==> config.mk <==
export PLATFORM = sky130hd
export DESIGN_NAME = worst_fit_block_allocator
export DESIGN_NICKNAME = d
export VERILOG_FILES = /design/src/hw/rtl/wfba_pkg.sv /design/src/hw/rtl/wfba_seq.sv /design/src/hw/rtl/wfba_dp.sv /design/src/hw/rtl/worst_fit_block_allocator.sv
export SDC_FILE = /design/constraint.sdc
export NUM_CORES = 1
export LEC_CHECK = 0
export BUFFER_PORTS_ARGS = -buffer_cell sky130_fd_sc_hd__buf_4
export CAP_MARGIN = 10
export CORE_MARGIN = 4
export CORE_UTILIZATION = 53
export CTS_BUF_LIST = sky130_fd_sc_hd__clkbuf_8 sky130_fd_sc_hd__clkbuf_16
export DETAILED_ROUTE_END_ITERATION = 12
export GPL_TIMING_DRIVEN = 0
export HOLD_SLACK_MARGIN = 0.12
export PLACE_DENSITY = 0.72
export SYNTH_ARGS = -nofsm -noshare
export SYNTH_HDL_FRONTEND = slang
export SYNTH_SLANG_ARGS = --single-unit
export TNS_END_PERCENT = 5
==> constraint.sdc <==
create_clock -name clk_i -period 4.5 [get_ports clk_i]
set_input_delay 0.675 -clock clk_i [delete_from_list [all_inputs] [get_ports clk_i]]
set_output_delay 0.675 -clock clk_i [all_outputs]
set_load 0.03 [all_outputs]
==> src/hw/rtl/wfba_pkg.sv <==
// Shared types, codes and the control-store program of the worst-fit block allocator.
`timescale 1ns / 1ps
`default_nettype none
package wfba_pkg;

  localparam int unsigned MAX_BLOCKS_DEF = 8;

  // Configuration register map (byte addresses; the register index is paddr[2]).
  localparam int unsigned PADDR_W = 3;
  localparam logic        REG_BLOCKS_IN_USE = 1'b0;
  localparam logic [3:0]  BLOCKS_IN_USE_RST = 4'd8;

  typedef enum logic {
    OP_LOAD  = 1'b0,
    OP_ALLOC = 1'b1
  } op_e;

  typedef enum logic [1:0] {
    ST_LOADED    = 2'd0,
    ST_ALLOCATED = 2'd1,
    ST_NO_FIT    = 2'd2
  } status_e;

  // Datapath actions selected by the control word.
  typedef enum logic [2:0] {
    ACT_NONE    = 3'd0,
    ACT_CAPTURE = 3'd1,
    ACT_SCAN    = 3'd2,
    ACT_ALLOC   = 3'd3,
    ACT_LOAD    = 3'd4
  } uact_e;

  // Branch conditions tested by the sequencer.
  typedef enum logic [1:0] {
    COND_NO_START  = 2'd0,
    COND_IS_LOAD   = 2'd1,
    COND_SCAN_MORE = 2'd2,
    COND_OUT_BUSY  = 2'd3
  } ucond_e;

  localparam int unsigned STEP_W = 3;

  localparam logic [STEP_W-1:0] STEP_WAIT     = 3'd0;
  localparam logic [STEP_W-1:0] STEP_DISPATCH = 3'd1;
  localparam logic [STEP_W-1:0] STEP_SCAN     = 3'd2;
  localparam logic [STEP_W-1:0] STEP_ALLOC    = 3'd3;
  localparam logic [STEP_W-1:0] STEP_LOAD     = 3'd4;

  typedef struct packed {
    uact_e               act;
    ucond_e              cond;
    logic [STEP_W-1:0]   tgt_true;
    logic [STEP_W-1:0]   tgt_false;
  } uword_t;

  // Condition flags reported by the datapath to the sequencer.
  typedef struct packed {
    logic start;
    logic is_load;
    logic scan_more;
    logic out_busy;
  } dp_flags_t;

  // The program: wait for a transaction, start the scan, loop over the
  // table, then write back and emit (or store a loaded entry and emit).
  function automatic uword_t ucode_rom(input logic [STEP_W-1:0] step);
    uword_t w;
    unique case (step)
      STEP_WAIT:     w = '{ACT_CAPTURE, COND_NO_START,  STEP_WAIT,  STEP_DISPATCH};
      STEP_DISPATCH: w = '{ACT_SCAN,    COND_IS_LOAD,   STEP_LOAD,  STEP_SCAN};
      STEP_SCAN:     w = '{ACT_SCAN,    COND_SCAN_MORE, STEP_SCAN,  STEP_ALLOC};
      STEP_ALLOC:    w = '{ACT_ALLOC,   COND_OUT_BUSY,  STEP_ALLOC, STEP_WAIT};
      STEP_LOAD:     w = '{ACT_LOAD,    COND_OUT_BUSY,  STEP_LOAD,  STEP_WAIT};
      default:       w = '{ACT_NONE,    COND_NO_START,  STEP_WAIT,  STEP_WAIT};
    endcase
    return w;
  endfunction

endpackage
`default_nettype wire

==> src/hw/rtl/wfba_seq.sv <==
// Microcode sequencer: step counter, control-store lookup and conditional branching.
`timescale 1ns / 1ps
`default_nettype none
module wfba_seq
  import wfba_pkg::*;
(
  input  wire logic      clk_i,
  input  wire logic      rst_ni,
  input  wire dp_flags_t flags_i,
  output uact_e          act_o
);

  logic [STEP_W-1:0] step_q, step_d;
  uword_t            uw;
  logic              cond_hit;

  always_comb begin
    uw = ucode_rom(step_q);
    unique case (uw.cond)
      COND_NO_START:  cond_hit = !flags_i.start;
      COND_IS_LOAD:   cond_hit = flags_i.is_load;
      COND_SCAN_MORE: cond_hit = flags_i.scan_more;
      COND_OUT_BUSY:  cond_hit = flags_i.out_busy;
      default:        cond_hit = 1'b0;
    endcase
    step_d = cond_hit ? uw.tgt_true : uw.tgt_false;
    act_o  = uw.act;
  end

  always_ff @(posedge clk_i or negedge rst_ni) begin
    if (!rst_ni) begin
      step_q <= STEP_WAIT;
    end else begin
      step_q <= step_d;
    end
  end

endmodule
`default_nettype wire

==> src/hw/rtl/wfba_dp.sv <==
// Datapath: block tables, scan registers, worst-fit compare, write-back and result register.
`timescale 1ns / 1ps
`default_nettype none
module wfba_dp
  import wfba_pkg::*;
#(
  parameter int unsigned MAX_BLOCKS = MAX_BLOCKS_DEF
) (
  input  wire logic        clk_i,
  input  wire logic        rst_ni,
  input  wire uact_e       act_i,
  input  wire logic [3:0]  blocks_in_use_i,
  input  wire logic        in_valid_i,
  input  wire logic        operation_i,
  input  wire logic [2:0]  block_index_i,
  input  wire logic [7:0]  block_label_i,
  input  wire logic [15:0] block_space_i,
  input  wire logic [15:0] request_size_i,
  input  wire logic [7:0]  request_tag_i,
  input  wire logic        out_stall_i,
  output logic             out_valid_o,
  output logic [1:0]       status_o,
  output logic [7:0]       granted_label_o,
  output logic [2:0]       granted_index_o,
  output logic [15:0]      space_left_o,
  output logic [7:0]       echo_tag_o,
  output dp_flags_t        flags_o
);

  localparam int unsigned CNT_BITS = $clog2(MAX_BLOCKS + 1);
  localparam int unsigned CW       = (CNT_BITS > 4) ? CNT_BITS : 4;
  localparam int unsigned AW       = (MAX_BLOCKS > 1) ? $clog2(MAX_BLOCKS) : 1;
  localparam logic [CW-1:0] MAX_C  = CW'(MAX_BLOCKS);

  // Tables; an entry whose valid bit is clear reads as zero.
  logic [15:0]           space_mem [MAX_BLOCKS];
  logic [7:0]            label_mem [MAX_BLOCKS];
  logic [MAX_BLOCKS-1:0] vld_q;

  // Captured transaction.
  op_e         op_q;
  logic [2:0]  slot_q;
  logic [7:0]  label_q;
  logic [15:0] space_q;
  logic [15:0] req_q;
  logic [7:0]  tag_q;

  // Scan state.
  logic [CW-1:0] idx_q, idx_d;
  logic          rd_pend_q, rd_pend_d;
  logic          found_q, found_d;
  logic [15:0]   best_space_q;
  logic [7:0]    best_label_q;
  logic [CW-1:0] best_idx_q;
  logic [15:0]   rd_space_q;
  logic [7:0]    rd_label_q;
  logic          rd_vld_q;
  logic [CW-1:0] rd_idx_q;

  // Result register.
  logic        out_valid_q, out_valid_d;
  status_e     status_q;
  logic [7:0]  glabel_q;
  logic [2:0]  gindex_q;
  logic [15:0] sleft_q;
  logic [7:0]  etag_q;

  logic [CW-1:0] cnt_lim, biu_ext, slot_ext;
  logic          capture, issue, take, out_busy, emit, load_ok;
  logic          wr_en, lbl_we, vld_set;
  logic [AW-1:0] wr_addr, rd_addr;
  logic [15:0]   wr_space, cand_space, alloc_left;
  logic [7:0]    cand_label;

  always_comb begin
    biu_ext    = CW'(blocks_in_use_i);
    cnt_lim    = (biu_ext > MAX_C) ? MAX_C : biu_ext;
    slot_ext   = CW'(slot_q);
    load_ok    = slot_ext < MAX_C;

    capture    = (act_i == ACT_CAPTURE) && in_valid_i;
    issue      = (act_i == ACT_SCAN) && (idx_q < cnt_lim);
    rd_addr    = idx_q[AW-1:0];

    cand_space = rd_vld_q ? rd_space_q : '0;
    cand_label = rd_vld_q ? rd_label_q : '0;
    // Strictly larger replaces the current best, so ties keep the lowest index.
    take       = (act_i == ACT_SCAN) && rd_pend_q && (cand_space >= req_q) &&
                 (!found_q || (cand_space > best_space_q));

    out_busy   = out_valid_q && out_stall_i;
    emit       = ((act_i == ACT_ALLOC) || (act_i == ACT_LOAD)) && !out_busy;
    alloc_left = best_space_q - req_q;

    wr_en    = 1'b0;
    lbl_we   = 1'b0;
    vld_set  = 1'b0;
    wr_addr  = best_idx_q[AW-1:0];
    wr_space = alloc_left;
    if (emit && (act_i == ACT_LOAD) && load_ok) begin
      wr_en    = 1'b1;
      lbl_we   = 1'b1;
      vld_set  = 1'b1;
      wr_addr  = slot_ext[AW-1:0];
      wr_space = space_q;
    end else if (emit && (act_i == ACT_ALLOC) && found_q) begin
      wr_en = 1'b1;
    end

    idx_d     = idx_q;
    rd_pend_d = rd_pend_q;
    found_d   = found_q || take;
    if (capture) begin
      idx_d     = '0;
      rd_pend_d = 1'b0;
      found_d   = 1'b0;
    end else if (act_i == ACT_SCAN) begin
      rd_pend_d = issue;
      if (issue) begin
        idx_d = idx_q + 1'b1;
      end
    end

    if (emit) begin
      out_valid_d = 1'b1;
    end else if (!out_stall_i) begin
      out_valid_d = 1'b0;
    end else begin
      out_valid_d = out_valid_q;
    end
  end

  always_ff @(posedge clk_i or negedge rst_ni) begin
    if (!rst_ni) begin
      idx_q       <= '0;
      rd_pend_q   <= 1'b0;
      found_q     <= 1'b0;
      out_valid_q <= 1'b0;
      vld_q       <= '0;
    end else begin
      idx_q       <= idx_d;
      rd_pend_q   <= rd_pend_d;
      found_q     <= found_d;
      out_valid_q <= out_valid_d;
      if (vld_set) begin
        vld_q[wr_addr] <= 1'b1;
      end
    end
  end

  always_ff @(posedge clk_i) begin
    if (wr_en) begin
      space_mem[wr_addr] <= wr_space;
    end
    if (lbl_we) begin
      label_mem[wr_addr] <= label_q;
    end
    if (issue) begin
      rd_space_q <= space_mem[rd_addr];
      rd_label_q <= label_mem[rd_addr];
      rd_vld_q   <= vld_q[rd_addr];
      rd_idx_q   <= idx_q;
    end
  end

  always_ff @(posedge clk_i) begin
    if (capture) begin
      op_q    <= op_e'(operation_i);
      slot_q  <= block_index_i;
      label_q <= block_label_i;
      space_q <= block_space_i;
      req_q   <= request_size_i;
      tag_q   <= request_tag_i;
    end
    if (take) begin
      best_space_q <= cand_space;
      best_label_q <= cand_label;
      best_idx_q   <= rd_idx_q;
    end
    if (emit) begin
      etag_q <= tag_q;
      if (act_i == ACT_LOAD) begin
        status_q <= ST_LOADED;
        glabel_q <= '0;
        gindex_q <= '0;
        sleft_q  <= '0;
      end else if (found_q) begin
        status_q <= ST_ALLOCATED;
        glabel_q <= best_label_q;
        gindex_q <= best_idx_q[2:0];
        sleft_q  <= alloc_left;
      end else begin
        status_q <= ST_NO_FIT;
        glabel_q <= '0;
        gindex_q <= '0;
        sleft_q  <= '0;
      end
    end
  end

  assign flags_o.start     = in_valid_i;
  assign flags_o.is_load   = (op_q == OP_LOAD);
  assign flags_o.scan_more = issue || rd_pend_q;
  assign flags_o.out_busy  = out_busy;

  assign out_valid_o     = out_valid_q;
  assign status_o        = status_q;
  assign granted_label_o = glabel_q;
  assign granted_index_o = gindex_q;
  assign space_left_o    = sleft_q;
  assign echo_tag_o      = etag_q;

endmodule
`default_nettype wire

==> src/hw/rtl/worst_fit_block_allocator.sv <==
// Worst-fit block allocator: top level with configuration port, sequencer and datapath.
//
// Input channel (in_valid_i / in_stall_o) carries one transaction per request:
// operation 0 stores a label and free space into a table slot, operation 1
// asks for request_size_i and is granted the scanned block with the most free
// space (lowest slot on ties), which is then reduced by the request.
// Output channel (out_valid_o / out_stall_i) returns exactly one result per
// transaction, carrying request_tag_i back as echo_tag_o.
// A load passes through the dispatch and load steps to the result register; an
// allocation scans min(blocks_in_use, MAX_BLOCKS) entries and then writes back,
// as the control program reads one table entry per cycle through the registered
// read port. The next transaction is accepted the cycle after the result
// register is loaded, so none is taken while another is in progress.
// When the receiver stalls, the result is held, and a following item is
// processed up to its write-back step, where it waits for the register.
// Reset clears the free-space and label tables (per-slot valid bits), sets
// blocks_in_use to 8 and empties the result register. blocks_in_use sits at
// byte address 0 of the APB-style port and should be written only when idle.
`timescale 1ns / 1ps
`default_nettype none
module worst_fit_block_allocator
  import wfba_pkg::*;
#(
  parameter int unsigned MAX_BLOCKS = MAX_BLOCKS_DEF
) (
  input  wire logic               clk_i,
  input  wire logic               rst_ni,
  input  wire logic               psel,
  input  wire logic               penable,
  input  wire logic               pwrite,
  input  wire logic [PADDR_W-1:0] paddr,
  input  wire logic [31:0]        pwdata,
  output logic [31:0]             prdata,
  output logic                    pready,
  input  wire logic               in_valid_i,
  output logic                    in_stall_o,
  input  wire logic               operation_i,
  input  wire logic [2:0]         block_index_i,
  input  wire logic [7:0]         block_label_i,
  input  wire logic [15:0]        block_space_i,
  input  wire logic [15:0]        request_size_i,
  input  wire logic [7:0]         request_tag_i,
  output logic                    out_valid_o,
  input  wire logic               out_stall_i,
  output logic [1:0]              status_o,
  output logic [7:0]              granted_label_o,
  output logic [2:0]              granted_index_o,
  output logic [15:0]             space_left_o,
  output logic [7:0]              echo_tag_o
);

  logic [3:0] biu_q, biu_d;
  logic       reg_sel;
  uact_e      act;
  dp_flags_t  flags;

  assign pready  = 1'b1;
  assign reg_sel = (paddr[2] == REG_BLOCKS_IN_USE);

  always_comb begin
    biu_d = biu_q;
    if (psel && penable && pwrite && reg_sel) begin
      biu_d = pwdata[3:0];
    end
    prdata = reg_sel ? {28'd0, biu_q} : 32'd0;
  end

  always_ff @(posedge clk_i or negedge rst_ni) begin
    if (!rst_ni) begin
      biu_q <= BLOCKS_IN_USE_RST;
    end else begin
      biu_q <= biu_d;
    end
  end

  assign in_stall_o = (act != ACT_CAPTURE);

  wfba_seq u_seq (
    .clk_i   (clk_i),
    .rst_ni  (rst_ni),
    .flags_i (flags),
    .act_o   (act)
  );

  wfba_dp #(
    .MAX_BLOCKS (MAX_BLOCKS)
  ) u_dp (
    .clk_i           (clk_i),
    .rst_ni          (rst_ni),
    .act_i           (act),
    .blocks_in_use_i (biu_q),
    .in_valid_i      (in_valid_i),
    .operation_i     (operation_i),
    .block_index_i   (block_index_i),
    .block_label_i   (block_label_i),
    .block_space_i   (block_space_i),
    .request_size_i  (request_size_i),
    .request_tag_i   (request_tag_i),
    .out_stall_i     (out_stall_i),
    .out_valid_o     (out_valid_o),
    .status_o        (status_o),
    .granted_label_o (granted_label_o),
    .granted_index_o (granted_index_o),
    .space_left_o    (space_left_o),
    .echo_tag_o      (echo_tag_o),
    .flags_o         (flags)
  );

endmodule
`default_nettype wire

# == Word-level counts from Yosys, hierarchy flattened ==
# Memory sizes are Yosys's and may differ from the RTL's. A register that Yosys moved wholly into a read port is not among the register bits.
# Cells that the tools add are included.
# op_classes
add_sub_neg,2
eq_ne,13
n_mux,28
n_reduce_logical,27
magnitude_cmp,7
bitwise_logic,4
# ops
op,n
$pmux 11 s5,1
$mux 16,2
$mux 4,5
$ge 16x16->1,1
$gt 16x16->1,1
$sub 16x16->16,1
$logic_and 1x1->1,14
$mux 1,14
$eq 3x2->1 const B,4
$lt 3x4->1 const B,2
$or 8x8->8,1
$eq 3x1->1 const B,2
$eq 3x3->1 const B,2
$mux 3,2
$add 4x1->4 const B,1
$eq 2x2->1 const B,2
$gt 4x4->1 const B,1
$logic_or 1x1->1,4
$lt 4x4->1,1
$pmux 1 s4,1
$reduce_bool 2->1,2
$bmux 1 s3,1
$demux 1 s3,1
$ge 3x1->1 const B,1
other kinds (10),14
# word_totals
in_bits,94
memories,2
mem_bits_rw,192
wordCells,106
output_inout_bits,72
regBits,142
# mem_list
name,depth,word_bits,read_ports,rd_ports_with_merged_regs,write_ports,line,text
u_dp.space_mem,8,16,1,1,1,wfba_dp.sv:36,logic [15:0] space_mem [MAX_BLOCKS];
u_dp.label_mem,8,8,1,1,1,wfba_dp.sv:37,logic [7:0] label_mem [MAX_BLOCKS];

# == Depth between registers and ports, before layout ==
# Gate-level depths: netlist (run 1).
# logic_depth
ltp_word,12
ltp_mapped,9
depth_no_buf,9

# == Modules after synthesis ==
# From an unflattened synthesis (run 1), not the netlist that was laid out.
# unflattened
cells_unflattened,971
area_unflattened_um2,15160.8
# modules_own_cells
module,cells_per_inst,seq_area_each_um2,area_each_um2,instances
wfba_dp,908,10465.0,14554.0,1
worst_fit_block_allocator,45,101.3,439.2,1
wfba_seq,18,75.1,167.7,1

# == Least setup slack after synthesis (run 1) ==
# No wires, ideal clock.
# synth_timing
path_type,register to register
start,register u_seq.step_q[0]
end,memory u_dp.space_mem[0][0] (enable)
arrival_time_ps,3878
n_path_buf,1
required_ps,4112
synth_period_minus_slack_ps,4266
setup_ps,388
path_stages_with_launch,8
setup_slack_ps,234
cell_sequence,dfrtp_1 -> buf_6 -> nor3b_2 -> a21oi_1 -> a21oi_1 -> and2b_1 -> nand2_1 -> nor2_1
# synth_via
elab_chain_len,11
word_cells_on_any_way,18
classes_between,6 x eq/ne; 6 x mux; 6 x reduce/logical
# synth_lines
element,line,text
"start, declared",wfba_seq.sv:13,"logic [STEP_W-1:0] step_q, step_d;"
"start signal, assigned",wfba_seq.sv:34,step_q <= step_d;
$eq 3x3->1 (tied with other cells),wfba_pkg.sv:68,unique case (step)
$pmux 11 s5 (*),wfba_pkg.sv:68,
$eq 3x2->1 or $eq 3x3->1 (tied branches),wfba_dp.sv:92,emit = ((act_i == ACT_ALLOC) || (act_i == ACT_LOAD)) && !out_busy;
$logic_or 1x1->1 (*),wfba_dp.sv:92,
$logic_and 1x1->1 (*),wfba_dp.sv:92,
via u_dp.emit,wfba_dp.sv:69,"logic capture, issue, take, out_busy, emit, load_ok;"
$logic_and 1x1->1 (2 in a row),wfba_dp.sv:106,end else if (emit && (act_i == ACT_ALLOC) && found_q) begin
$mux 1,wfba_dp.sv:106,
$mux 1,wfba_dp.sv:100,if (emit && (act_i == ACT_LOAD) && load_ok) begin
$mux 1,wfba_dp.sv:152,if (wr_en) begin
$mux 1 (not written as such),wfba_dp.sv:153,space_mem[wr_addr] <= wr_space;
"end, declared",wfba_dp.sv:36,
# Mark *: on every way through the listed nets, which the timed path passes. The rest lies on a longest branch.

# == Worst setup path after layout (run 1) ==
# layout_timing
start,register u_dp.rd_vld_q
end,register u_dp.best_label_q[2] (enable)
# layout_via
elab_chain_len,4
word_cells_on_any_way,6
classes_between,2 x order compare; 1 x mux; 3 x reduce/logical
# layout_lines
element,line,text
"start, declared",wfba_dp.sv:57,logic rd_vld_q;
"start signal, assigned",wfba_dp.sv:161,rd_vld_q <= vld_q[rd_addr];
$mux 16 (*),wfba_dp.sv:85,cand_space = rd_vld_q ? rd_space_q : '0;
via u_dp.cand_space[12],wfba_dp.sv:72,"logic [15:0] wr_space, cand_space, alloc_left;"
$ge 16x16->1 or $gt 16x16->1 (tied branches),"wfba_dp.sv:88, wfba_dp.sv:89",
$logic_and 1x1->1 or $logic_or 1x1->1 (tied branches),"wfba_dp.sv:88, wfba_dp.sv:89",
$logic_and 1x1->1 (*),wfba_dp.sv:88,take = (act_i == ACT_SCAN) && rd_pend_q && (cand_space >= req_q) &&
via u_dp.take,wfba_dp.sv:69,
"end signal, assigned",wfba_dp.sv:177,best_label_q <= cand_label;
"end, declared",wfba_dp.sv:53,logic [7:0] best_label_q;
# Marks and branches as above.
# A chain may end at the register's enable or synchronous reset.

==> metrics, run 1 <==
run status=completed; mean post-synth cell area=16.8 um^2; post-route non-filler standard cell count=1479; DP Worst Slack=956 ps; area leader, netlist=edfxtp_1; Routed Wire Length=30.6 mm; Min Clock Period, post-route=3530 ps; number of sinks driven by the clock tree=358; fraction of synthesis flops using an asynchronous set or reset pin=6.15%; hold slack=323 ps; reported leakage power=6.55 nW; kind of launch point of the worst setup path=flip-flop; number of fillers in the final layout=1970; TritonCTS clock tree=done; grt total ovfl=0; routed length per instance=20.7 um; GRT met3 Usage=4.78%; maximum frequency from static timing analysis=0.284 GHz; utilization after layout=63.6%; number of different library cells in the post-synthesis netlist=53; WP data required=4730 ps; total power of the final layout=10.9 mW; proportion of layout cells with a drive suffix above 1=29.0%; post_cts resized=0; maximum resistive drop on vdd=268 uV; relative contribution of combinational cells to total power=30.1%; max_cap viols=0; number of vias in the routed layout=8067; clk_lat worst skew=520 ps; placer's final routability congestion estimate=0.842; most frequently used flop master after synthesis=edfxtp_1; Setup CP Type=flip-flop to flip-flop; ratio of final minimum period to clock period=78.4%; RSZ-0062 raised after global routing=false; postcts setup bufs=0; share of power burned in the clock network=25.5%; mapped cell area=14900 um^2; leading post-synthesis cells by cell area=edfxtp_1, mux4_2, ha_1; number of nets with antenna violations after routing=0; placed wire-length estimate after detailed placement=21.5 mm; final setup TNS=0 ps; remaining max-slew budget at the tightest pin=25.5%; total DRC errors in the routed layout=0; grt met1 use=27.8%; clock slew seen by the registers of the worst setup and hold paths=60 ps; arrival time of the worst setup path=3750 ps; CP max FO=14; endpoint class of the critical path=flip-flop; #FFs+latches synth=358; signed area change from the synthesized netlist to the final layout=18.3%; Cell Rows=61; all-layer global routing usage=20.0%; number of flops mapped to enable cells by yosys=336; internal power contribution=7.47 mW; Initial Util=53.8%; area of the placeable core=27800 um^2; sequential area share after synthesis=71.2%; DR vias/cell=5.45; number of antenna violations at the first check in global routing=0; finished layout cell area=17700 um^2; CTS Hold Bufs=1; final setup fails=0; first-pass GRT wire length=47.5 mm; Layout Nets=1224; synthesized netlist cell count=892; Placed Instance Area=16600 um^2; power spent charging and discharging nets=3.42 mW; worst hold path type=primary input to flip-flop; buffer depth of the longest clock path=3; number of pins exceeding their max-slew limit in the final report=0; number of warnings printed during yosys synthesis=0; CTS buffer count=38; areal power density over the cells=616 nW/um^2; Clock Skew=12.8 ps; pin count of the biggest net entering global routing=32; placed instance count=1415; Root Driver=clkbuf_16; library cell with the highest instance count after synthesis=edfxtp_1; chip width=176 um; Final Hold Fails=0; switching power as a share of total power=31.4%; share of total power in sequential cells=44.4%; TritonRoute pass-1 iters=5; Final Worst Setup Slack=973 ps; DR iter-0 viols=707; port buffer count=106; io pins=166; list of most frequent post-synthesis cells=edfxtp_1, ha_1, nor2_1; DIE AREA=30900 um^2; area fraction of the dominant cell type after synthesis=67.5%; vertical extent of the die=176 um; worst-margin pin slew=1110 ps; busiest metal layer after global routing=met2; GR Layer Usage met2=32.1%; number of global-route vias before repair=8364; H-tree levels=2; Antenna Cells=0
## area by class of cell
cell class	instances	area, um^2	area share [%]
Sequential cell	358	10600	60.2
Multi-Input combinational cell	461	3960	22.4
Clock buffer	41	992	5.61
Timing Repair Buffer	119	987	5.58
Tap cell	378	473	2.67
Buffer	56	353	2.00
Inverter	44	165	0.934
Clock inverter	22	111	0.630
## final timing paths
| check | from | end | slack, ps | depth (start not counted) |
|---|---|---|---|---|
| setup reg to reg | u_dp.rd_vld_q | u_dp.best_label_q[2] | 970 | 9 |
| min in group asynchronous | rst_ni | u_dp.out_valid_o | 610 | 2 |
| setup / recovery | u_dp.rd_vld_q | u_dp.best_label_q[2] | 970 | 9 |
| hold reg to reg | u_dp.tag_q[3] | u_dp.echo_tag_o[3] | 420 | 0 |
| hold / removal | block_index_i[2] | u_dp.slot_q[2] | 320 | 1 |
| max in group asynchronous | rst_ni | biu_q[3] | 3600 | 2 |
## critical path, cell delays in order (launching register included)
cell and delay [ps]:
edfxtp_1 500, clkbuf_1 280, and2_1 270, ha_1 290, nand4_1 160, nor3_1 280, a21oi_1 120, a211o_1 380
a211oi_4 680, buf_8 250
## state kept, by name, indices dropped and copies added, names as in the netlist, 4 cells and up
| signal | flops |
|---|---|
| u_dp.best_label_q | 8 |
| u_dp.idx_q | 4 |
| biu_q | 4 |
| u_dp.granted_label_o | 8 |
| u_dp.label_mem | 64 |
| u_dp.space_q | 16 |
| u_dp.vld_q | 8 |
| u_dp.label_q | 8 |
| u_dp.tag_q | 8 |
| u_dp.req_q | 16 |
| u_dp.echo_tag_o | 8 |
| u_dp.rd_space_q | 16 |
| u_dp.space_mem | 128 |
| u_dp.best_space_q | 16 |
| u_dp.space_left_o | 16 |
| u_dp.rd_label_q | 8 |
## cell usage in the layout, fill, tap and decap left out, types with 6 or more instances in the layout
cell / n
a21oi_1: 34
and2_1: 23
and3_1: 11
buf_2: 10
buf_4: 138
clkbuf_1: 13
clkbuf_16: 38
conb_1: 29
dfrtp_1: 21
edfxtp_1: 336
ha_1: 51
inv_1: 53
mux2_2: 29
mux4_2: 50
nand2_1: 42
nand2b_1: 8
nand3_1: 8
nand4_1: 7
nor2_1: 43
nor2_2: 8
nor2b_1: 6
nor3_1: 10
o21ai_0: 24
or2_2: 8
xnor2_1: 9
xor2_1: 8
## cell families (layout without fill, tap and decap cells)
kind of cell	count (synthesis)	after routing	synth area share, %
DFF	358	358	71.2
other	2	29	0.0503
buffers and inverters	100	282	3.47
AOI/OAI and AO/OA	92	92	3.58
adders and majority gates	52	52	4.40
and+or+nand+nor	191	191	6.51
muxes	80	80	9.79
xor gates and xnor gates	17	17	0.996
## power groups by stage
| stage | sequential [mW] | combinational, mW | clock [mW] |
|---|---|---|---|
| after floorplan | 5.01 | 2.01 | 0 |
| after global placement | 4.92 | 3.09 | 0 |
| after detailed placement | 4.90 | 3.29 | 0 |
| after CTS | 4.84 | 3.31 | 2.84 |
| after global routing | 4.88 | 3.62 | 2.98 |
| final | 4.83 | 3.28 | 2.78 |
## metal layers
layer	vias to the layer above	wire length, um
met1	4014	13000
met4	0	702
met3	51	2220
met2	270	14700
met5	-	0
li1	3732	-
No activity file was read; power rests on OpenSTA's default activity.
==> run 2, diff against run 1 <==
Clock period 4.5 ns to 3 ns, I/O delays scaled along.
==> run 2 against run 1 <==
Compared with the run above: cell area is 3.4% higher; register-to-register slack worse by 990 ps; worst hold slack worse by 180 ps; the flow now finishes with violations (negative setup slack).
==> metrics, run 2 (synthesized netlist as in run 1, its figures left out) <==
DP Worst Slack=-752 ps; Clock Skew=14.0 ps; buffer depth of the longest clock path=3; number of vias in the routed layout=8347; first-pass GRT wire length=48.0 mm; chip width=176 um; DR iter-0 viols=705; Routed Wire Length=31.4 mm; io pins=166; number of global-route vias before repair=8559; number of nets with antenna violations after routing=0; top register by number of flip-flops=u_dp.space_mem; port buffer count=106; Antenna Cells=0; grt total ovfl=0; TritonCTS clock tree=done; DR vias/cell=5.45; endpoint class of the critical path=flip-flop; Min Clock Period, post-route=3020 ps; routed length per instance=20.5 um; Layout Nets=1278; pin count of the biggest net entering global routing=32; post-route non-filler standard cell count=1532; Root Driver=clkbuf_16; RSZ-0062 raised after global routing=true; clock slew seen by the registers of the worst setup and hold paths=60 ps; most common cell after layout, fill and taps aside=edfxtp_1; H-tree levels=2; number of pins exceeding their max-slew limit in the final report=0; violations in the final reports=negative setup slack; registers with the most flip-flops=u_dp.space_mem x128, u_dp.label_mem x64; areal power density over the cells=908 nW/um^2; maximum frequency from static timing analysis=0.331 GHz; run status=finished with violations; Final Worst Setup Slack=-17.4 ps; number of sinks driven by the clock tree=358; worst hold path type=primary input to flip-flop; leading cell types in the layout, fill and taps excluded=edfxtp_1, buf_4, dlygate4sd3_1; DIE AREA=30900 um^2; Setup CP Type=flip-flop to flip-flop; CP max FO=10; arrival time of the worst setup path=3230 ps; final setup fails=7; max_cap viols=0; kind of launch point of the worst setup path=flip-flop; all-layer global routing usage=20.2%; placed wire-length estimate after detailed placement=21.4 mm; clk_lat worst skew=510 ps; proportion of layout cells with a drive suffix above 1=28.6%; Final Hold Fails=0; number of antenna violations at the first check in global routing=0; critical path's slowest cell=edfxtp_1; remaining max-slew budget at the tightest pin=24.4%; TritonRoute pass-1 iters=5; area of the placeable core=27800 um^2; utilization after layout=65.8%; Cell Rows=61; Initial Util=53.8%; max reg flops=128; placer's final routability congestion estimate=0.834; total DRC errors in the routed layout=0; ratio of final minimum period to clock period=101%; worst-margin pin slew=1130 ps; maximum resistive drop on vdd=402 uV; delay of the slowest cell on the worst path=480 ps; family with the most delay on the worst path=compound AO/OA/AOI/OAI gates; WP data required=3210 ps; placed instance count=1414; critical path cell sequence=clkbuf_4 > and2_1 > ha_1 > nand4_1 > nor3_2 > a21oi_1 > a211o_1 > a211oi_4 > buf_4; CTS buffer count=38; Buf/Inv on CP=2; signed area change from the synthesized netlist to the final layout=22.3%; vertical extent of the die=176 um; reported leakage power=6.79 nW
run 2: cell count changes in the layout (fill, tap and decap cells not counted), moves of 3 or more:
cell,delta
o21ai_0,-7
inv_1,-5
clkinv_1,+3
buf_8,-3
o21ai_1,+5
buf_4,+3
dlygate4sd3_1,+51
run 2: worst reg2reg max path, cell delays in order (launching register included):
cell and delay (ps):
edfxtp_1 480, clkbuf_4 220, and2_1 210, ha_1 330, nand4_1 220, nor3_2 280
a21oi_1 120, a211o_1 330, a211oi_4 290, buf_4 240
run 2: cell type report:
cell class                 instances  area (um^2)
buffer                            56          360
clock buffer                      42         1020
clock inverter                    20          121
fill                            1908         9510
inverter                          44          165
multi-input combinational        462         4000
sequential                       358        10600
tap                              378          473
timing repair buffer             172         1500
run 2: final timing paths:
path,cells after the start,startpoint,slack (ps),endpoint
min reg2reg,0,u_dp.tag_q[5],420,u_dp.echo_tag_o[5]
max in group asynchronous,2,rst_ni,2300,biu_q[3]
max,9,u_dp.rd_vld_q,-20,u_dp.best_space_q[9]
min,1,request_size_i[5],140,u_dp.req_q[5]
min in group asynchronous,2,rst_ni,400,u_dp.found_q
max reg2reg,9,u_dp.rd_vld_q,-20,u_dp.best_space_q[9]
run 2: timing repair:
item / CTS / global route
gates cloned: 1 / 0
pin swaps: 3 / 1
buffers inserted: 3 / 0
endpoints found under the setup margin: 179 / 99
hold buffers: 51 / 1
gates resized for setup: 9 / 9
hold endpoints to repair: 72 / 1
run 2: through the flow:
stage | cell area, um^2 | hold WS [ps] | power [mW] | setup TNS, ps
final | 18300 | 144 | 16.6 | -106
after global routing | 18300 | 121 | 17.4 | -2510
after CTS | 18200 | 122 | 16.7 | -111
after detailed placement | 16500 | 368 | 12.2 | -68550
after floorplan | 15100 | 154 | 10.5 | -1930
after global placement | 16300 | 365 | 12.0 | -172630
run 2: where the power goes:
group / switching [mW] / leakage, nW / internal [mW]
Combinational: 3.08 / 2.86 / 1.97
Sequential: 0.320 / 3.35 / 6.93
Clock: 1.79 / 0.583 / 2.50
Total: 5.19 / 6.79 / 11.4
run 2: layer usage:
| metal | routed length, um | global-route usage (%) |
|---|---|---|
| met4 | 971 | 6.60 |
| met2 | 14900 | 32.6 |
| met5 | 0 | 0 |
| met1 | 13500 | 28.7 |
| met3 | 2080 | 3.34 |
